<file path="src/rtl/core/stb_pkg.sv">
`timescale 1ns / 1ps
`default_nettype none

package stb_pkg;

    // table size and derived widths
    localparam int PARTICIPANTS = 16;
    localparam int PIDX_W       = (PARTICIPANTS > 1) ? $clog2(PARTICIPANTS) : 1;
    localparam int CNT_W        = $clog2(PARTICIPANTS + 1);

    localparam logic [63:0] ONE_SECOND_NS = 64'd1000000000;
    localparam logic [63:0] STOP_SYMBOL   = 64'hFFFF_FFFF_FFFF_FFFF;

    // item function codes
    localparam logic [1:0] FUNC_REPORT = 2'd0;
    localparam logic [1:0] FUNC_START  = 2'd1;
    localparam logic [1:0] FUNC_STOP   = 2'd2;

    // participant classes
    localparam logic [1:0] CLS_WORKING  = 2'd0;
    localparam logic [1:0] CLS_OUT_SYNC = 2'd1;
    localparam logic [1:0] CLS_WAITING  = 2'd2;
    localparam logic [1:0] CLS_REALTIME = 2'd3;

    // barrier check outcomes
    localparam logic [1:0] CHK_NONE     = 2'd0;
    localparam logic [1:0] CHK_ADVANCED = 2'd1;
    localparam logic [1:0] CHK_NO_DATA  = 2'd2;
    localparam logic [1:0] CHK_OUT_SYNC = 2'd3;

    typedef struct packed {
        logic [1:0]  func;
        logic [3:0]  participant;
        logic [63:0] next_stamp;
        logic [63:0] now_time;
    } stb_in_t;

    typedef struct packed {
        logic        trigger_valid;
        logic        trigger_stop;
        logic [63:0] trigger_stamp;
        logic        report_stored;
        logic [1:0]  participant_state;
        logic [1:0]  check_result;
        logic [63:0] current_time;
    } stb_out_t;

    // write request into the stamp table
    typedef struct packed {
        logic              en;
        logic [PIDX_W-1:0] addr;
        logic [63:0]       data;
    } stb_wr_t;

endpackage

`default_nettype wire

</file>
<file path="src/rtl/core/stb_table.sv">
`timescale 1ns / 1ps
`default_nettype none

module stb_table (
    input  wire logic                             clk,
    input  wire logic                             rst_n,
    input  wire stb_pkg::stb_wr_t                 wr,
    input  wire logic [stb_pkg::PIDX_W-1:0]       rd_addr,
    output logic [63:0]                           rd_data,
    output logic [stb_pkg::PARTICIPANTS-1:0]      valid
);
    import stb_pkg::*;

    logic [63:0]             mem [PARTICIPANTS];
    logic [63:0]             rd_data_reg;
    logic [PARTICIPANTS-1:0] valid_reg;
    logic [PARTICIPANTS-1:0] valid_next;

    // entry valid bits, cleared by reset
    always_comb
    begin
        valid_next = valid_reg;
        if (wr.en)
        begin
            valid_next[wr.addr] = 1'b1;
        end
    end

    always_ff @(posedge clk or negedge rst_n)
    begin
        if (!rst_n)
        begin
            valid_reg <= '0;
        end
        else
        begin
            valid_reg <= valid_next;
        end
    end

    // stamp memory, one write and one registered read per cycle
    always_ff @(posedge clk)
    begin
        if (wr.en)
        begin
            mem[wr.addr] <= wr.data;
        end
        rd_data_reg <= mem[rd_addr];
    end

    assign rd_data = rd_data_reg;
    assign valid   = valid_reg;

endmodule

`default_nettype wire

</file>
<file path="src/rtl/core/simulated_time_barrier_top.sv">
// channel   direction  handshake            payload
// in        sink       in_valid / in_stall   in_data   (stb_in_t)
// out       source     out_valid / out_stall out_data  (stb_out_t)
// cfg       sink       cfg_valid / cfg_ready cfg_data  (simulated_mode)
//
// a report or start in simulated mode (a report only once a start was seen)
// passes S_READ, S_UPD, S_SCAN (the scan of the stamp table through its
// single read port), S_DECIDE and S_DONE, which loads the result once the
// output register is free; other items skip S_SCAN and S_DECIDE
// reset clears the entry valid bits at once, there is no clearing pass
// a stalled result holds in the output register while the next item is taken
`timescale 1ns / 1ps
`default_nettype none

module simulated_time_barrier_top (
    input  wire logic             clk,
    input  wire logic             rst_n,
    input  wire logic             in_valid,
    output logic                  in_stall,
    input  wire stb_pkg::stb_in_t in_data,
    output logic                  out_valid,
    input  wire logic             out_stall,
    output stb_pkg::stb_out_t     out_data,
    input  wire logic             cfg_valid,
    output logic                  cfg_ready,
    input  wire logic             cfg_data
);
    import stb_pkg::*;

    localparam logic [2:0] S_IDLE   = 3'd0;
    localparam logic [2:0] S_READ   = 3'd1;
    localparam logic [2:0] S_UPD    = 3'd2;
    localparam logic [2:0] S_SCAN   = 3'd3;
    localparam logic [2:0] S_DECIDE = 3'd4;
    localparam logic [2:0] S_DONE   = 3'd5;

    logic [2:0]        state_reg, state_next;
    stb_in_t           item_reg, item_next;
    stb_out_t          res_reg, res_next;
    stb_out_t          out_data_reg, out_data_next;
    logic              out_valid_reg, out_valid_next;
    logic              mode_reg, mode_next;
    logic              running_reg, running_next;
    logic [63:0]       sim_time_reg, sim_time_next;
    logic [CNT_W-1:0]  scan_reg, scan_next;
    logic              pend_reg, pend_next;
    logic [PIDX_W-1:0] pend_idx_reg, pend_idx_next;
    logic [63:0]       best_reg, best_next;
    logic              found_reg, found_next;

    stb_wr_t                 wr;
    logic [PIDX_W-1:0]       rd_addr;
    logic [63:0]             rd_data;
    logic [PARTICIPANTS-1:0] valid;

    logic [PIDX_W-1:0] who;
    logic              in_range;
    logic [63:0]       held;
    logic              store;
    logic              do_check;
    logic [1:0]        cls;

    stb_table u_table (
        .clk     (clk),
        .rst_n   (rst_n),
        .wr      (wr),
        .rd_addr (rd_addr),
        .rd_data (rd_data),
        .valid   (valid)
    );

    // report decode against the held entry
    always_comb
    begin
        who      = PIDX_W'(item_reg.participant);
        in_range = (9'(item_reg.participant) < 9'(PARTICIPANTS));
        held     = valid[who] ? rd_data : 64'd0;
        store    = (item_reg.func == FUNC_REPORT) && in_range
                   && (item_reg.next_stamp >= held);
        if (!mode_reg)
        begin
            cls = CLS_REALTIME;
        end
        else if (item_reg.next_stamp == sim_time_reg)
        begin
            cls = CLS_WORKING;
        end
        else if (item_reg.next_stamp < sim_time_reg)
        begin
            cls = CLS_OUT_SYNC;
        end
        else
        begin
            cls = CLS_WAITING;
        end
        running_next = running_reg;
        if ((state_reg == S_UPD) && (item_reg.func == FUNC_START))
        begin
            running_next = 1'b1;
        end
        do_check = ((item_reg.func == FUNC_REPORT)
                    || ((item_reg.func == FUNC_START) && mode_reg))
                   && mode_reg && (running_reg || (item_reg.func == FUNC_START));
    end

    // table access
    always_comb
    begin
        wr.en   = (state_reg == S_UPD) && store;
        wr.addr = who;
        wr.data = item_reg.next_stamp;
        rd_addr = (state_reg == S_SCAN) ? scan_reg[PIDX_W-1:0] : who;
    end

    // sequencer
    always_comb
    begin
        state_next    = state_reg;
        item_next     = item_reg;
        res_next      = res_reg;
        sim_time_next = sim_time_reg;
        scan_next     = scan_reg;
        pend_next     = pend_reg;
        pend_idx_next = pend_idx_reg;
        best_next     = best_reg;
        found_next    = found_reg;
        mode_next     = cfg_valid ? cfg_data : mode_reg;
        out_data_next = out_data_reg;
        out_valid_next = out_valid_reg && out_stall;

        case (state_reg)
            S_IDLE:
            begin
                if (in_valid)
                begin
                    item_next  = in_data;
                    state_next = S_READ;
                end
            end
            S_READ:
            begin
                state_next = S_UPD;
            end
            S_UPD:
            begin
                res_next = '0;
                if (store)
                begin
                    res_next.report_stored     = 1'b1;
                    res_next.participant_state = cls;
                end
                if ((item_reg.func == FUNC_START) && !mode_reg)
                begin
                    res_next.trigger_valid = 1'b1;
                    res_next.trigger_stamp = item_reg.now_time + ONE_SECOND_NS;
                end
                if (item_reg.func == FUNC_STOP)
                begin
                    res_next.trigger_valid = 1'b1;
                    res_next.trigger_stop  = 1'b1;
                    res_next.trigger_stamp = STOP_SYMBOL;
                end
                scan_next  = '0;
                pend_next  = 1'b0;
                found_next = 1'b0;
                state_next = do_check ? S_SCAN : S_DONE;
            end
            S_SCAN:
            begin
                // issue one read a cycle, compare the one returned
                if (scan_reg != CNT_W'(PARTICIPANTS))
                begin
                    pend_next     = 1'b1;
                    pend_idx_next = scan_reg[PIDX_W-1:0];
                    scan_next     = scan_reg + CNT_W'(1);
                end
                else
                begin
                    pend_next = 1'b0;
                end
                if (pend_reg && valid[pend_idx_reg] && (!found_reg || (rd_data < best_reg)))
                begin
                    best_next  = rd_data;
                    found_next = 1'b1;
                end
                if ((scan_reg == CNT_W'(PARTICIPANTS)) && !pend_reg)
                begin
                    state_next = S_DECIDE;
                end
            end
            S_DECIDE:
            begin
                if (!found_reg)
                begin
                    res_next.check_result = CHK_NO_DATA;
                end
                else if (best_reg < sim_time_reg)
                begin
                    res_next.check_result = CHK_OUT_SYNC;
                end
                else
                begin
                    sim_time_next          = best_reg;
                    res_next.check_result  = CHK_ADVANCED;
                    res_next.trigger_valid = 1'b1;
                    res_next.trigger_stop  = 1'b0;
                    res_next.trigger_stamp = best_reg;
                end
                state_next = S_DONE;
            end
            S_DONE:
            begin
                if (!out_valid_reg || !out_stall)
                begin
                    out_data_next              = res_reg;
                    out_data_next.current_time = sim_time_reg;
                    out_valid_next             = 1'b1;
                    state_next                 = S_IDLE;
                end
            end
            default:
            begin
                state_next = S_IDLE;
            end
        endcase
    end

    // control registers
    always_ff @(posedge clk or negedge rst_n)
    begin
        if (!rst_n)
        begin
            state_reg     <= S_IDLE;
            out_valid_reg <= 1'b0;
            mode_reg      <= 1'b0;
            running_reg   <= 1'b0;
            sim_time_reg  <= '0;
            scan_reg      <= '0;
            pend_reg      <= 1'b0;
            found_reg     <= 1'b0;
        end
        else
        begin
            state_reg     <= state_next;
            out_valid_reg <= out_valid_next;
            mode_reg      <= mode_next;
            running_reg   <= running_next;
            sim_time_reg  <= sim_time_next;
            scan_reg      <= scan_next;
            pend_reg      <= pend_next;
            found_reg     <= found_next;
        end
    end

    // payload registers
    always_ff @(posedge clk)
    begin
        item_reg     <= item_next;
        res_reg      <= res_next;
        out_data_reg <= out_data_next;
        pend_idx_reg <= pend_idx_next;
        best_reg     <= best_next;
    end

    assign in_stall  = (state_reg != S_IDLE);
    assign out_valid = out_valid_reg;
    assign out_data  = out_data_reg;
    assign cfg_ready = 1'b1;

endmodule

`default_nettype wire

</file>
<file path="config.mk">
export PLATFORM = sky130hd
export DESIGN_NAME = simulated_time_barrier_top
export DESIGN_NICKNAME = d
export VERILOG_FILES = /design/src/rtl/core/stb_pkg.sv /design/src/rtl/core/stb_table.sv /design/src/rtl/core/simulated_time_barrier_top.sv
export SDC_FILE = /design/constraint.sdc
export NUM_CORES = 2
export LEC_CHECK = 0
export ABC_AREA = 1
export BUFFER_PORTS_ARGS = -buffer_cell sky130_fd_sc_hd__buf_4
export CAP_MARGIN = 20
export CORE_UTILIZATION = 30
export CTS_BUF_LIST = sky130_fd_sc_hd__clkbuf_2 sky130_fd_sc_hd__clkbuf_4 sky130_fd_sc_hd__clkbuf_8
export DETAILED_ROUTE_END_ITERATION = 8
export PLACE_DENSITY = 0.47
export SLEW_MARGIN = 5
export SYNTH_ARGS = -nofsm -noshare
export SYNTH_HDL_FRONTEND = slang
export SYNTH_SLANG_ARGS = --single-unit
</file>
<file path="constraint.sdc">
create_clock -name clk -period 9 [get_ports clk]
set_input_delay 1.8 -clock clk [delete_from_list [all_inputs] [get_ports clk]]
set_output_delay 1.8 -clock clk [all_outputs]
set_load 0.01 [all_outputs]
</file>
==> results.yml <==
cts:
  cts_setup_buffers: 0
  cts_htree_levels: 5
  postCtsHoldBufs: 0
  cts_resized: 0
  root_buffer: "clkbuf_8"
  cts_buffers: 305
  cts_tree: "built"
  insertion_delay_ps: 1030
  clock-sinks: 1589
  clock_path_buffers: 4
  clk_pin_slew_ps: 60
critical_path:
  regToRegSetupSlack_ps: 3220
  crit_fanout: 64
  critical_path_class: "reg2reg"
  cp.arrival_ps: 6400
  end_kind: "register"
  crit-reg2reg-launch: "who[0]"
  worstSetupStartpointType: "register"
  worstPathRequired_ps: 9620
  reg2reg_to: "u_table.mem[7][21]"
  r2r_cells: 21
logic_synthesis:
  ys_top_cells_by_count: "edfxtp_1 (1432), nor2_1 (840), nand2_1 (679), o21ai_0 (640), inv_1 (367)"
  async_flop_share: 0.0585
  ys_types: 42
  ys_warn_count: 0
  synth_most_common_cell: "edfxtp_1"
  synthFlopType: "edfxtp_1"
  syn_inst: 5593
  ys_seq_area_frac: 0.696
  syn_nets: 5990
  avgSynthCellArea_um2: 12.0
  synth_area_leaders: "edfxtp_1 (64%), ha_1 (4.8%), o21ai_0 (4.8%), nor2_1 (4.7%), nand2_1 (3.8%)"
  synth_top_area_frac: 0.642
  synth_edf_count: 1432
  yosysTopAreaCell: "edfxtp_1"
  netlist_area_um2: 67000
  ys_seq_elements: 1589
worst_hold_path:
  whs_path_depth: 0
  min_path_type: "reg2reg"
  hold_start: "res_reg[74]"
  min_to: "out_data[74]"
die:
  rows: 173
  core_um2: 222000
  fp.dieH_um: 474
  initial_utilization: 0.302
  die_x_um: 474
  ioPinCount: 278
  die_area_um2: 225000
timing:
  slew_viol_final: 0
  clock_skew_ps: 74.4
  setup_viol_count_final: 0
  min_period_ps: 5780
  holdWs_ps: 384
  finalHoldViolCount: 0
  period_share: 0.643
  setup_tns_ps: 0
  grt_setup_unrepaired: "no"
  maxSlewHeadroom: 0.260
  layout_setup_ws_ps: 3220
  fmax_mhz: 173
  tightest_slew_ps: 1110
global_route:
  grt_pass1_vias: 44078
  grt_max_degree: 183
  grt.total_usage: 0.178
  grt_pass1_wl_mm: 298
  antenna_found_initial: 17
  overflow: 0
drt:
  first_pass_iters: 5
  vias_per_cell: 4.82
  drt_iter0_drc: 3689
  drcViolationCount: 0
  avgRoutedWirePerCell_um: 22.1
  wirelength_mm: 204
  num_vias: 44423
  antenna_left: 0
pwr:
  leakagePower_nw: 28.6
  p_sw_mw: 7.50
  p_seq_frac: 0.440
  swShare: 0.340
  p_comb_frac: 0.245
  pwr-share-clk: 0.315
  power.density_nw_per_um2: 281
  p_int_mw: 14.5
  worst_ir_drop_vdd_v: 0.000167
layout:
  largest_reg_flops: 1024
  drive_gt1_frac: 0.143
  fin_nets: 6416
  syn_to_final_growth_pct: 17.1
place:
  portBuffers: 276
  pre_cts_slack_ps: 3020
  dp_hpwl_mm: 129
  gp_congestion: 0.886
run:
  maxCapViolCount: 0
status:
  run_status: "finished clean"
==> placed cells by master, fill, tap and decap left out, drive strengths merged <==
cell type,count
edfxtp,1432
nor2,841
nand2,682
o21ai,669
clkbuf,423
buf,380
inv,365
o211ai,259
ha,257
a21oi,240
nand3,233
dfrtp,93
clkinv,89
dfxtp,64
a22oi,42
nand4,41
nor3,35
o22ai,11
diode,10
nand3b,8
a21o,7
o21a,7
bufinv,7
nor4,6
o21bai,5
or2,5
xor2,5
and3,3
xnor2,3
nor3b,2
and2,2
nor4b,1
o221ai,1
a41oi,1
a31oi,1
conb,1
clkinvlp,1
==> worst max-delay path, cell delays in order, from the launching register on <==
cell      delay [ps]
edfxtp_1         480
nor2_1           150
inv_1            130
o22ai_1          130
o21ai_0          130
nand4_1          120
buf_4            520
nand2_1          120
ha_1             350
nand2_1           60
nor2_1           150
nand3_1          120
nor2_1           190
nand2_1           70
nand2_1           60
nor2_1            40
nand2_1          200
nand2_1           90
nand2_1          540
nand4_1          250
clkinv_2         770
buf_4            550
==> cell families (layout without fill, tap and decap cells) <==
| kind of cell | count (synthesis) | after routing | synth area share |
|---|---|---|---|
| AO/OA/AOI/OAI | 1243 | 1243 | 0.105 |
| buffers and inverters | 636 | 1265 | 0.0372 |
| AND/OR/NAND/NOR | 1859 | 1859 | 0.112 |
| other | 1 | 11 | 0.0000560 |
| flip-flops | 1589 | 1589 | 0.696 |
| XOR/XNOR | 8 | 8 | 0.00105 |
| adder cells (fa/ha/maj) | 257 | 257 | 0.0480 |
==> layer usage <==
metal / GRT usage / share of wire / vias up
met2: 0.273 / 0.44 / 1269
met4: 0.0477 / 0.022 / 2
li1: - / - / 20948
met1: 0.257 / 0.47 / 21896
met3: 0.0333 / 0.061 / 308
met5: 0 / 0.000039 / -
==> area by class of cell <==
class,instances,area [µm²]
fillers,21950,144000
flip-flops and latches,1589,46600
multi-input cells,3368,18000
clock buffers,423,5180
well taps,2975,3720
repair buffers,380,2930
inverters,375,1440
clock inverters,87,577
diodes,10,25.0
==> metrics by stage <==
stage	cells	power (mW)	utilization	area [µm²]
final	9207	22.0	0.353	78400
after global routing	9201	23.3	0.353	78400
after CTS	9197	22.3	0.353	78400
after detailed placement	8687	15.3	0.327	72700
after global placement	8687	15.2	0.327	72700
after floorplan	5593	12.9	-	67000
==> power by group through the flow <==
stage	registers (mW)	logic [mW]	clock network, mW
finish	9.70	5.39	6.95
global route	9.77	6.05	7.48
global placement	9.84	5.40	0
floorplan	9.75	3.18	0
detailed placement	9.85	5.44	0
CTS	9.71	5.46	7.18
==> worst max path at each step <==
stage                    from                  end  slack, ps  cells past startpoint
global placement       who[0]    u_table.mem[8][4]       3020                     21
detailed placement     who[0]    u_table.mem[8][5]       3020                     21
finish                 who[0]   u_table.mem[7][21]       3220                     21
CTS                    who[0]    u_table.mem[8][7]       3030                     21
global route           who[0]  u_table.mem[10][11]       2620                     21
floorplan           out_stall          out_data[0]        170                      1
Power figures use the tool's default switching activity.
